**src/design/card_id_slot_table_macros.svh**
```systemverilog
// Assertion macros shared by the card ID slot table RTL.
`ifndef CARD_ID_SLOT_TABLE_MACROS_SVH
`define CARD_ID_SLOT_TABLE_MACROS_SVH

// Checked only while out of reset.
`define CIST_ASSERT(lbl, clk, rst_n, prop, msg) \
  lbl: assert property (@(posedge clk) disable iff (!rst_n) prop) \
    else $error(msg);

// Checked on every clock edge, reset included.
`define CIST_ASSERT_ALWAYS(lbl, clk, prop, msg) \
  lbl: assert property (@(posedge clk) prop) else $error(msg);

`endif

```
**src/design/cist_pkg.sv**
```systemverilog
// Shared types and field widths for the card ID slot table.
package cist_pkg;

  localparam int unsigned OpW   = 3;
  localparam int unsigned IdW   = 32;
  localparam int unsigned PosW  = 6;
  localparam int unsigned SlotW = 6;
  localparam int unsigned CntW  = 7;

  typedef enum logic [OpW-1:0] {
    OP_ADD       = 3'd0,
    OP_DEL_ID    = 3'd1,
    OP_DEL_ORD   = 3'd2,
    OP_FIND_ID   = 3'd3,
    OP_FIND_NEXT = 3'd4,
    OP_CLEAR     = 3'd5
  } cist_op_e;

  typedef enum logic [1:0] {
    ST_IDLE,
    ST_SCAN,
    ST_DONE
  } cist_state_e;

endpackage

```
**src/design/cist_if.sv**
```systemverilog
// Request and response channel interfaces of the card ID slot table.
interface cist_req_if;
  logic                      valid;
  logic                      ready;
  logic [cist_pkg::OpW-1:0]  req_type;
  logic [cist_pkg::IdW-1:0]  card_id;
  logic [cist_pkg::PosW-1:0] position;

  modport source (output valid, req_type, card_id, position, input ready);
  modport sink   (input valid, req_type, card_id, position, output ready);
endinterface

interface cist_rsp_if;
  logic                       valid;
  logic                       ready;
  logic                       status;
  logic [cist_pkg::SlotW-1:0] slot;
  logic [cist_pkg::CntW-1:0]  entry_count;

  modport source (output valid, status, slot, entry_count, input ready);
  modport sink   (input valid, status, slot, entry_count, output ready);
endinterface

```
**src/design/cist_id_ram.sv**
```systemverilog
// Card ID store: one write port, one read port with registered read data.
module cist_id_ram #(
  parameter int unsigned Depth = 64,
  parameter int unsigned AddrW = (Depth > 1) ? $clog2(Depth) : 1
) (
  input  logic                     clk_i,
  input  logic                     wr_en_i,
  input  logic [AddrW-1:0]         wr_addr_i,
  input  logic [cist_pkg::IdW-1:0] wr_data_i,
  input  logic [AddrW-1:0]         rd_addr_i,
  output logic [cist_pkg::IdW-1:0] rd_data_o
);
  import cist_pkg::*;

  logic [IdW-1:0] mem [Depth];
  logic [IdW-1:0] rd_data_q;

  always_ff @(posedge clk_i) begin
    if (wr_en_i) begin
      mem[wr_addr_i] <= wr_data_i;
    end
  end

  always_ff @(posedge clk_i) begin
    rd_data_q <= mem[rd_addr_i];
  end

  assign rd_data_o = rd_data_q;

endmodule

```
**src/design/card_id_slot_table.sv**
```systemverilog
// Card ID slot table: sequencer, valid bits, entry count and response register.
// A scan runs from its start slot until a slot matches or the last slot is tested;
// clear and rejected requests skip the scan and go straight to the response state.
// The scan reads the ID memory one slot per cycle on its single read port.
// A new request is taken from the cycle after the response is registered, one request at a
// time; a response still waiting holds the next response back until it is taken.
// Reset clears valid bits, count and control at once; the ID memory is left as is.
`include "card_id_slot_table_macros.svh"

module card_id_slot_table #(
  parameter int unsigned TABLE_DEPTH = 64
) (
  input  logic       clk_i,
  input  logic       rst_ni,
  cist_req_if.sink   req_i,
  cist_rsp_if.source rsp_o
);
  import cist_pkg::*;

  localparam int unsigned IW = (TABLE_DEPTH > 1) ? $clog2(TABLE_DEPTH) : 1;
  localparam int unsigned CW = $clog2(TABLE_DEPTH + 1);
  localparam int unsigned MW = (CW > PosW) ? CW : PosW;
  localparam logic [IW-1:0] LastIdx = IW'(TABLE_DEPTH - 1);
  localparam logic [CW-1:0] FullCnt = CW'(TABLE_DEPTH);

  cist_state_e state_q, state_d;

  logic [OpW-1:0]         op_q, op_d;
  logic [IdW-1:0]         id_q, id_d;
  logic [PosW-1:0]        pos_q, pos_d;
  logic [IW-1:0]          scan_idx_q, scan_idx_d;
  logic                   issue_end_q, issue_end_d;
  logic                   chk_vld_q, chk_vld_d;
  logic [IW-1:0]          chk_idx_q, chk_idx_d;
  logic [CW-1:0]          seen_q, seen_d;
  logic [TABLE_DEPTH-1:0] valid_q, valid_d;
  logic [CW-1:0]          count_q, count_d;
  logic                   res_fail_q, res_fail_d;
  logic [IW-1:0]          res_slot_q, res_slot_d;
  logic                   rsp_valid_q, rsp_valid_d;
  logic                   rsp_status_q, rsp_status_d;
  logic [SlotW-1:0]       rsp_slot_q, rsp_slot_d;
  logic [CntW-1:0]        rsp_cnt_q, rsp_cnt_d;

  logic           req_fire;
  logic           rsp_free;
  logic           start_scan;
  logic           imm_fail;
  logic [IW-1:0]  start_idx;
  logic           pos_in_range;
  logic [IW+PosW-1:0] pos_wide;
  logic           slot_vld;
  logic           match;
  logic           scan_hit;
  logic           scan_miss;
  logic [IdW-1:0] rd_data;
  logic           wr_en;

  assign req_i.ready = (state_q == ST_IDLE);
  assign req_fire    = req_i.valid && req_i.ready;
  assign rsp_free    = !rsp_valid_q || rsp_o.ready;

  // Start slot for find next; only used when it lies inside the table.
  assign pos_wide     = (IW + PosW)'(req_i.position);
  assign start_idx    = pos_wide[IW-1:0];
  assign pos_in_range = 32'(req_i.position) < TABLE_DEPTH;

  // Decode of a fresh request: scan, or answer at once.
  always_comb begin
    start_scan = 1'b0;
    imm_fail   = 1'b1;
    unique case (req_i.req_type) inside
      OP_ADD:                start_scan = (count_q < FullCnt);
      OP_DEL_ID, OP_FIND_ID: start_scan = 1'b1;
      OP_DEL_ORD:            start_scan = (MW'(req_i.position) < MW'(count_q));
      OP_FIND_NEXT:          start_scan = pos_in_range;
      OP_CLEAR:              imm_fail   = 1'b0;
      default:               start_scan = 1'b0;
    endcase
  end

  cist_id_ram #(
    .Depth (TABLE_DEPTH),
    .AddrW (IW)
  ) u_id_ram (
    .clk_i     (clk_i),
    .wr_en_i   (wr_en),
    .wr_addr_i (chk_idx_q),
    .wr_data_i (id_q),
    .rd_addr_i (scan_idx_q),
    .rd_data_o (rd_data)
  );

  // Shared slot test: one slot per cycle, one behind the read address.
  assign slot_vld = valid_q[chk_idx_q];

  always_comb begin
    unique case (op_q) inside
      OP_ADD:                match = !slot_vld;
      OP_DEL_ID, OP_FIND_ID: match = slot_vld && (rd_data == id_q);
      OP_DEL_ORD:            match = slot_vld && (MW'(seen_q) == MW'(pos_q));
      OP_FIND_NEXT:          match = slot_vld;
      default:               match = 1'b0;
    endcase
  end

  assign scan_hit  = (state_q == ST_SCAN) && chk_vld_q && match;
  assign scan_miss = (state_q == ST_SCAN) && chk_vld_q && !match && (chk_idx_q == LastIdx);
  assign wr_en     = scan_hit && (op_q == OP_ADD);

  // Next state
  always_comb begin
    state_d = state_q;
    unique case (state_q)
      ST_IDLE: begin
        if (req_fire) begin
          state_d = start_scan ? ST_SCAN : ST_DONE;
        end
      end
      ST_SCAN: begin
        if (scan_hit || scan_miss) begin
          state_d = ST_DONE;
        end
      end
      ST_DONE: begin
        if (rsp_free) begin
          state_d = ST_IDLE;
        end
      end
      default: state_d = ST_IDLE;
    endcase
  end

  // Datapath and outputs
  always_comb begin
    op_d         = op_q;
    id_d         = id_q;
    pos_d        = pos_q;
    scan_idx_d   = scan_idx_q;
    issue_end_d  = issue_end_q;
    chk_vld_d    = 1'b0;
    chk_idx_d    = chk_idx_q;
    seen_d       = seen_q;
    valid_d      = valid_q;
    count_d      = count_q;
    res_fail_d   = res_fail_q;
    res_slot_d   = res_slot_q;
    rsp_valid_d  = rsp_valid_q && !rsp_o.ready;
    rsp_status_d = rsp_status_q;
    rsp_slot_d   = rsp_slot_q;
    rsp_cnt_d    = rsp_cnt_q;

    unique case (state_q)
      ST_IDLE: begin
        if (req_fire) begin
          op_d        = req_i.req_type;
          id_d        = req_i.card_id;
          pos_d       = req_i.position;
          scan_idx_d  = (req_i.req_type == OP_FIND_NEXT) ? start_idx : '0;
          issue_end_d = 1'b0;
          seen_d      = '0;
          res_fail_d  = imm_fail;
          res_slot_d  = '0;
          if (req_i.req_type == OP_CLEAR) begin
            valid_d = '0;
            count_d = '0;
          end
        end
      end
      ST_SCAN: begin
        if (!issue_end_q) begin
          chk_vld_d = 1'b1;
          chk_idx_d = scan_idx_q;
          if (scan_idx_q == LastIdx) begin
            issue_end_d = 1'b1;
          end else begin
            scan_idx_d = scan_idx_q + 1'b1;
          end
        end
        if (chk_vld_q && slot_vld) begin
          seen_d = seen_q + 1'b1;
        end
        if (scan_hit) begin
          chk_vld_d  = 1'b0;
          res_fail_d = 1'b0;
          res_slot_d = chk_idx_q;
          if (op_q == OP_ADD) begin
            valid_d[chk_idx_q] = 1'b1;
            count_d            = count_q + 1'b1;
          end else if (op_q == OP_DEL_ID || op_q == OP_DEL_ORD) begin
            valid_d[chk_idx_q] = 1'b0;
            count_d            = count_q - 1'b1;
          end
        end else if (scan_miss) begin
          chk_vld_d  = 1'b0;
          res_fail_d = 1'b1;
          res_slot_d = '0;
        end
      end
      ST_DONE: begin
        if (rsp_free) begin
          rsp_valid_d  = 1'b1;
          rsp_status_d = res_fail_q;
          rsp_slot_d   = res_fail_q ? '0 : SlotW'(res_slot_q);
          rsp_cnt_d    = CntW'(count_q);
        end
      end
      default: chk_vld_d = 1'b0;
    endcase
  end

  always_ff @(posedge clk_i or negedge rst_ni) begin
    if (!rst_ni) begin
      state_q     <= ST_IDLE;
      scan_idx_q  <= '0;
      issue_end_q <= 1'b0;
      chk_vld_q   <= 1'b0;
      chk_idx_q   <= '0;
      seen_q      <= '0;
      valid_q     <= '0;
      count_q     <= '0;
      rsp_valid_q <= 1'b0;
    end else begin
      state_q     <= state_d;
      scan_idx_q  <= scan_idx_d;
      issue_end_q <= issue_end_d;
      chk_vld_q   <= chk_vld_d;
      chk_idx_q   <= chk_idx_d;
      seen_q      <= seen_d;
      valid_q     <= valid_d;
      count_q     <= count_d;
      rsp_valid_q <= rsp_valid_d;
    end
  end

  always_ff @(posedge clk_i) begin
    op_q         <= op_d;
    id_q         <= id_d;
    pos_q        <= pos_d;
    res_fail_q   <= res_fail_d;
    res_slot_q   <= res_slot_d;
    rsp_status_q <= rsp_status_d;
    rsp_slot_q   <= rsp_slot_d;
    rsp_cnt_q    <= rsp_cnt_d;
  end

  assign rsp_o.valid       = rsp_valid_q;
  assign rsp_o.status      = rsp_status_q;
  assign rsp_o.slot        = rsp_slot_q;
  assign rsp_o.entry_count = rsp_cnt_q;

  `CIST_ASSERT(a_count_bound, clk_i, rst_ni, count_q <= FullCnt, "entry count above table depth")
  `CIST_ASSERT(a_count_popcnt, clk_i, rst_ni, $countones(valid_q) == count_q, "count differs from valid bits")
  `CIST_ASSERT(a_add_sets_valid, clk_i, rst_ni, wr_en |=> valid_q[$past(chk_idx_q)], "added slot not marked valid")
  `CIST_ASSERT(a_scan_only_in_scan, clk_i, rst_ni, chk_vld_q |-> state_q == ST_SCAN, "slot test outside scan")
  `CIST_ASSERT_ALWAYS(a_fail_slot_zero, clk_i, (rsp_valid_q && rsp_status_q) |-> rsp_slot_q == '0, "failed request carries a slot")

endmodule
```
**src/flat_wrapper.sv**
```systemverilog
// flat-port wrapper written by rule: the top's interface ports become plain ports
module card_id_slot_table_flat import cist_pkg::*;
#(
  parameter int unsigned TABLE_DEPTH = 64
)
  (clk_i, rst_ni, req_i_valid, req_i_req_type, req_i_card_id, req_i_position, req_i_ready, rsp_o_valid, rsp_o_status, rsp_o_slot, rsp_o_entry_count, rsp_o_ready);
  cist_req_if req_i_i ();
  cist_rsp_if rsp_o_i ();
  input  logic clk_i;
  input  logic rst_ni;
  input wire logic [$bits(req_i_i.valid)-1:0] req_i_valid;
  input wire logic [$bits(req_i_i.req_type)-1:0] req_i_req_type;
  input wire logic [$bits(req_i_i.card_id)-1:0] req_i_card_id;
  input wire logic [$bits(req_i_i.position)-1:0] req_i_position;
  output wire logic [$bits(req_i_i.ready)-1:0] req_i_ready;
  output wire logic [$bits(rsp_o_i.valid)-1:0] rsp_o_valid;
  output wire logic [$bits(rsp_o_i.status)-1:0] rsp_o_status;
  output wire logic [$bits(rsp_o_i.slot)-1:0] rsp_o_slot;
  output wire logic [$bits(rsp_o_i.entry_count)-1:0] rsp_o_entry_count;
  input wire logic [$bits(rsp_o_i.ready)-1:0] rsp_o_ready;
  assign req_i_i.valid = req_i_valid;
  assign req_i_i.req_type = req_i_req_type;
  assign req_i_i.card_id = req_i_card_id;
  assign req_i_i.position = req_i_position;
  assign req_i_ready = req_i_i.ready;
  assign rsp_o_valid = rsp_o_i.valid;
  assign rsp_o_status = rsp_o_i.status;
  assign rsp_o_slot = rsp_o_i.slot;
  assign rsp_o_entry_count = rsp_o_i.entry_count;
  assign rsp_o_i.ready = rsp_o_ready;
  card_id_slot_table #(.TABLE_DEPTH(TABLE_DEPTH)) u_core (.clk_i(clk_i), .rst_ni(rst_ni), .req_i(req_i_i), .rsp_o(rsp_o_i));
endmodule
```
**config.mk**
```make
export PLATFORM = sky130hd
export DESIGN_NAME = card_id_slot_table_flat
export DESIGN_NICKNAME = d
export VERILOG_FILES = /design/src/design/cist_pkg.sv /design/src/design/cist_if.sv /design/src/design/cist_id_ram.sv /design/src/design/card_id_slot_table.sv /design/src/flat_wrapper.sv
export VERILOG_INCLUDE_DIRS = /design/src /design/src/design
export SDC_FILE = /design/constraint.sdc
export NUM_CORES = 2
export LEC_CHECK = 0
export ABC_AREA = 1
export BUFFER_PORTS_ARGS = -buffer_cell sky130_fd_sc_hd__clkbuf_2
export CELL_PAD_IN_SITES_DETAIL_PLACEMENT = 1
export CELL_PAD_IN_SITES_GLOBAL_PLACEMENT = 1
export CORE_MARGIN = 1.5
export CORE_UTILIZATION = 35
export DETAILED_ROUTE_END_ITERATION = 16
export PLACE_DENSITY = 0.55
export SYNTH_ARGS = -nofsm -noshare
export SYNTH_HDL_FRONTEND = slang
export SYNTH_SLANG_ARGS = --single-unit
```
**constraint.sdc**
```tcl
create_clock -name clk_i -period 4.1 [get_ports clk_i]
set_input_delay 0.615 -clock clk_i [delete_from_list [all_inputs] [get_ports clk_i]]
set_output_delay 0.615 -clock clk_i [all_outputs]
set_load 0.02 [all_outputs]
```
Yosys cells after proc, flatten, opt, wreduce, memory -nomap -nowiden --
Memory sizes are Yosys's and may differ from the RTL's. A register that Yosys moved wholly into a read port is not among the register bits. Index checks and enable logic that the tools add are counted.
Operators by class: equal/unequal tests 25, $lt $le $gt $ge 4, bitwise logic cells 4, add/subtract/negate cells 4, reductions and logical operators 33, multiplexer cells 52
Operators with widths (number):
- 64-bit two-way mux | 5
- 64-bit case mux with 2 select lines | 1
- 64-bit AND | 1
- 64-bit NOT | 1
- 64-bit bitwise OR | 1
- 7-bit two-way mux | 7
- 6-bit two-way mux | 7
- 32-bit equality test | 1
- 7-bit case mux with 2 select lines | 2
- 6-bit case mux with 2 select lines | 2
- 1-bit two-way mux | 17
- 7-bit by 1-bit adder with 7-bit output (second input constant) | 2
- 3-bit by 2-bit equality test with 1-bit output (second input constant) | 4
- 6-bit equality test (second input constant) | 2
- 2-bit inequality test (second input constant) | 6
- 1-bit logical AND | 11
- 3-bit equality test (second input constant) | 3
- 3-bit AND reduction | 3
- 2-bit two-way mux | 4
- 2-bit AND reduction | 4
- 7-bit by 6-bit equality test with 1-bit output | 1
- 6-bit by 7-bit less-than comparator with 1-bit output | 1
- 6-bit by 7-bit less-than comparator with 1-bit output (second input constant) | 1
- 7-bit less-than comparator (second input constant) | 1
- other kinds (25) | 34
Storage, ports and cells: output and inout port bits 16, memories 1, register bits 157, input bits 45, memory bits (writable) 2048, word-level logic and storage cells 140
Memory list:
- u_core.u_id_ram.mem | depth 64, bits a word 32, read ports 1, clocked after memory_dff 1, write ports 1, line cist_id_ram.sv:15 | logic [IdW-1:0] mem [Depth];

Depth between registers and ports, before layout --
depth in word-level cells 10, gate-level depth with buffers 18, depth with buffers taken out 17

Modules after synthesis --
From an unflattened synthesis, not the netlist that was laid out.
Second synthesis, totals: cells, all modules 7969, area, all modules 91929.4 µm²
Modules (own cells, without submodules):
- cist_id_ram | sequential area each 62139.6 µm², cells an instance 6769, instances 1, area each 82738.1 µm²
- card_id_slot_table | sequential area each 4239.1 µm², cells an instance 1200, instances 1, area each 9191.3 µm²

Least setup slack after synthesis --
No wires, ideal clock.
path kind register -> register, from register u_core.id_q[0], to memory u_core.u_id_ram.mem[10][0] (enable), period minus slack after synthesis 4.034 ns, data arrival time 3.613 ns, setup slack 0.066 ns, buffers on the path 1, data required time 3.679 ns, cell stages (with the launch flop) 14, setup time 0.421 ns, cells stage by stage edfxtp_1 -> inv_1 -> nand2_1 -> o21ai_0 -> nor2_1 -> nand3_1 -> nor2_1 -> nand3_1 -> nand2_1 -> nand2_1 -> nand2_1 -> nand2_1 -> buf_2 -> nor2_1
Between the ends: word-level cells in the longest chain between the ends 7
RTL lines:
- from (decl) | line card_id_slot_table.sv:29 | logic [IdW-1:0] id_q, id_d;
- from (signal assigned) | line card_id_slot_table.sv:238 | id_q <= id_d;
- 32-bit equality test | line card_id_slot_table.sv:100 | OP_DEL_ID, OP_FIND_ID: match = slot_vld && (rd_data == id_q);
- 1-bit logical AND | line card_id_slot_table.sv:100
- 1-bit case mux with 4 select lines | line card_id_slot_table.sv:98 | unique case (op_q) inside
- 1-bit logical AND | line card_id_slot_table.sv:107 | assign scan_hit = (state_q == ST_SCAN) && chk_vld_q && match;
- 1-bit logical AND | line card_id_slot_table.sv:109 | assign wr_en = scan_hit && (op_q == OP_ADD);
- 1-bit two-way mux | line cist_id_ram.sv:19 | if (wr_en_i) begin
- 1-bit two-way mux (not written as such) | line cist_id_ram.sv:20 | mem[wr_addr_i] <= wr_data_i;
- to (decl) | line cist_id_ram.sv:15
Every way passes these cells.

Final worst setup path --
from register u_core.id_q[1], to memory u_core.u_id_ram.mem[37][26] (enable)
The elaborated chain is that of the path after synthesis.

==> reports/metrics.yaml <==
grt_residual_overflow: 0
cp_data_required_time_ns: 4.59
final_core_util_pct: 40.9
netlist.top_cell.by_area: "edfxtp_1"
numPortBuffers: 60
placed_cells_incl_taps: 10200
path_class: "flop to flop"
hold_violations: 0
power.leakage_nw: 33.8
grt_first_pass_wirelength_um: 463000
number_of_clock_buffers_inserted_by_tritoncts: 235
hpwlAfterDp_um: 205000
worstSetupEndpointType: "flop"
min_delay_path_depth: 1
initial_core_util_pct: 35.3
placeableCoreArea_um2: 252000
clock_sinks: 2237
grt_start_max_net_pins: 145
synthesis.yosys.warnings: 0
post_synth_instance_area_um2: 88700
syn_inst: 6918
tritoncts_clock_tree: "yes"
overall_die_height_um: 506
timing_max_transition_violations_final: 0
drt_wl_total_um: 327000
finalWorstPathRequiredPeriod_ns: 3.57
postLayoutSetupSlackWorst_ns: 0.534
final.setup.tns_ns: 0
proportion_of_netlist_area_held_by_the_largest_area_contributor_pct: 71.4
synth.yosys.seq_area_share_pct: 74.8
cts_setup_buffers: 0
htreeDepth: 4
fp-row-count: 184
dpl_worst_slack_ns: 0.591
clk_latency_ns: 0.91
timing_startpoint_of_the_critical_path: "u_core.id_q[1]$_DFFE_PP_"
antenna_violations_before_repair: 26
worst_max_slew_pin_slew_ns: 1.14
final_antenna_net_count: 0
die_area_um2: 256000
max_buffers_root_to_sink: 3
run_status: "finished, final reports clean"
crit-reg2reg-launch: "u_core.id_q[1]$_DFFE_PP_"
die-width_um: 506
power.density_nw_per_um2: 633
wire_per_inst_um: 30.7
min-delay-path-class: "primary input to flop"
timing.critical_path.arrival_ns: 4.06
postSynthAreaPerCell_um2: 12.8
global_route_usage_over_all_layers_pct: 25.2
drtIter0Drc: 6426
drive_above_1_share_pct: 11.1
period_share_pct: 87.0
fin_worst_skew_ns: 0.0915
final_nets: 7133
clk_root_buffer_cell: "clkbuf_16"
synth.area.top_cells: "edfxtp_1 (71%), o21ai_0 (6.3%), nor2_1 (5.1%)"
top_level_ports: 61
final_common_cell: "edfxtp_1"
rsz0062_at_grt: "no"
reg2reg_setup_slack_ns: 0.53
start_kind: "flop"
drt_drc_violations_left: 0
max_cap_viol_count: 0
via_per_inst: 5.64
detailroute.via_count: 60000
count_of_distinct_cell_types_in_the_synthesized_netlist: 41
rr_endpoint: "u_core.u_id_ram.mem[37][26]$_DFFE_PP_"
timing.final.setup_violations: 0
first_pass_iters: 6
final_cell_count_no_fill: 10600
max-slew-margin-rel_pct: 23.9
rr_worst_depth: 13
worstPathMaxFanout: 40
post_cts_resize_count: 0
flow.area_growth_from_synthesis_pct: 16.1
holdPathEnd: "u_core.id_q[10]$_DFFE_PP_"
synth.net_count: 6976
gp_congestion: 0.860
power.total_mw: 65.2
first_global_vias: 60100
clk_transition_reported_paths_ns: 0.06
hold_path_startpoint: "req_i_card_id[10]"
synth.ff_latch_count: 2237
ir_drop_mv: 0.424
layout.cells.most_common_list: "edfxtp_1 (2,110), nor2_1 (1,130), o21ai_0 (1,124), nand2_1 (601), o22ai_1 (313)"
fmax_ghz: 0.280
metrics by stage:
| step | cell area, µm² | hold slack [ns] |
|---|---|---|
| CTS | 103000 | 0.00245 |
| detailed placement | 95300 | 0.459 |
| global placement | 95300 | 0.455 |
| finish | 103000 | 0.0507 |
| global route | 103000 | 0.00455 |
| floorplan | 88700 | 0.319 |
worst max-delay path, cell delays in order, from the launching register on:
cell and delay [ns]:
edfxtp_1 0.51, nand2_1 0.19, o21ai_0 0.10, nor2_1 0.30, nand3_1 0.12, nor2_1 0.26
nand3_1 0.27, nand2_1 0.13, nand2_1 0.05, nand2_1 0.15, nand2_4 0.10, buf_12 0.27
nor2_4 0.19, buf_4 0.36
power breakdown:
part	internal [mW]	leakage, nW	switching, mW
Clock	11.8	3.67	9.30
Combinational	3.99	9.54	13.3
Sequential	26.3	20.5	0.479
Total	42.1	33.8	23.1
per-layer routing:
| layer | part of all wire, % | GRT usage, % | vias to the layer above |
|---|---|---|---|
| li1 | - | - | 26100 |
| met1 | 43 | 34.8 | 31500 |
| met2 | 47 | 40.3 | 1994 |
| met3 | 6.3 | 3.52 | 387 |
| met4 | 3.8 | 9.27 | 0 |
| met5 | 0 | 0 | - |
synthesized netlist by cell type (all sizes together):
library cell  count
a31oi            12
a21o              1
nand3           259
nand4            98
clkinv            2
a22oi             4
o21ai          1133
o211ai           81
o22ai           313
a32oi             1
o21a              1
a21oi            83
a32o              6
a22o              3
buf              75
o2111ai           1
xor2             11
nand2           603
ha               12
o21bai            2
nand3b            1
nor3              8
dfrtp            95
fa                1
dfxtp            32
edfxtp         2110
clkbuf          406
inv             151
nor4              1
o221ai          204
o31ai             1
nor2           1199
xnor2             8
worst max-delay path by stage:
stage                                                  endpoint  slack [ns]
final                     u_core.u_id_ram.mem[37][26]$_DFFE_PP_        0.53
after global routing       u_core.u_id_ram.mem[31][6]$_DFFE_PP_        0.45
after CTS                 u_core.u_id_ram.mem[31][16]$_DFFE_PP_        0.55
after detailed placement  u_core.u_id_ram.mem[31][13]$_DFFE_PP_        0.59
after global placement      u_core.u_id_ram.mem[7][6]$_DFFE_PP_        0.62
after floorplan            u_core.u_id_ram.mem[10][0]$_DFFE_PP_        0.07
final cells by class:
cell class                      instances  area, µm²
Fill cell                           26000     149000
Antenna cell                            7       17.5
Multi-Input combinational cell       4047      20300
Clock inverter                        143       1340
Inverter                              153        602
Timing Repair Buffer                  401       3950
Clock buffer                          302       6200
Sequential cell                      2237      66400
Tap cell                             3348       4190
cell families (layout without fill, tap and decap cells):
group	count (synthesis)	count (layout)	synth area share (%)
XOR/XNOR	19	19	0.188
AND/OR/NAND/NOR	2169	2169	9.88
other	0	7	0
AO/OA/AOI/OAI	1846	1846	12.0
adder cells (fa/ha/maj)	13	13	0.192
buffers and inverters	634	999	2.86
flip-flops	2237	2237	74.8
flip-flops by register name (all words and copies together) (netlist names):
name,cells
u_core.chk_idx_q,6
u_core.chk_vld_q,1
u_core.count_q,7
u_core.id_q,32
u_core.issue_end_q,1
u_core.op_q,3
u_core.pos_q,6
u_core.res_fail_q,1
u_core.res_slot_q,6
u_core.rsp_o.entry_count,7
u_core.rsp_o.slot,6
u_core.rsp_o.status,1
u_core.rsp_o.valid,1
u_core.scan_idx_q,6
u_core.seen_q,7
u_core.state_q,2
u_core.u_id_ram.mem,2048
u_core.u_id_ram.rd_data_o,32
u_core.valid_q,64
repair_timing:
action                                  CTS  global route
endpoints found under the hold margin    70             1
hold buffers                             15             1
endpoints found under the setup margin    0             0
(Power assumes the default switching activity.)
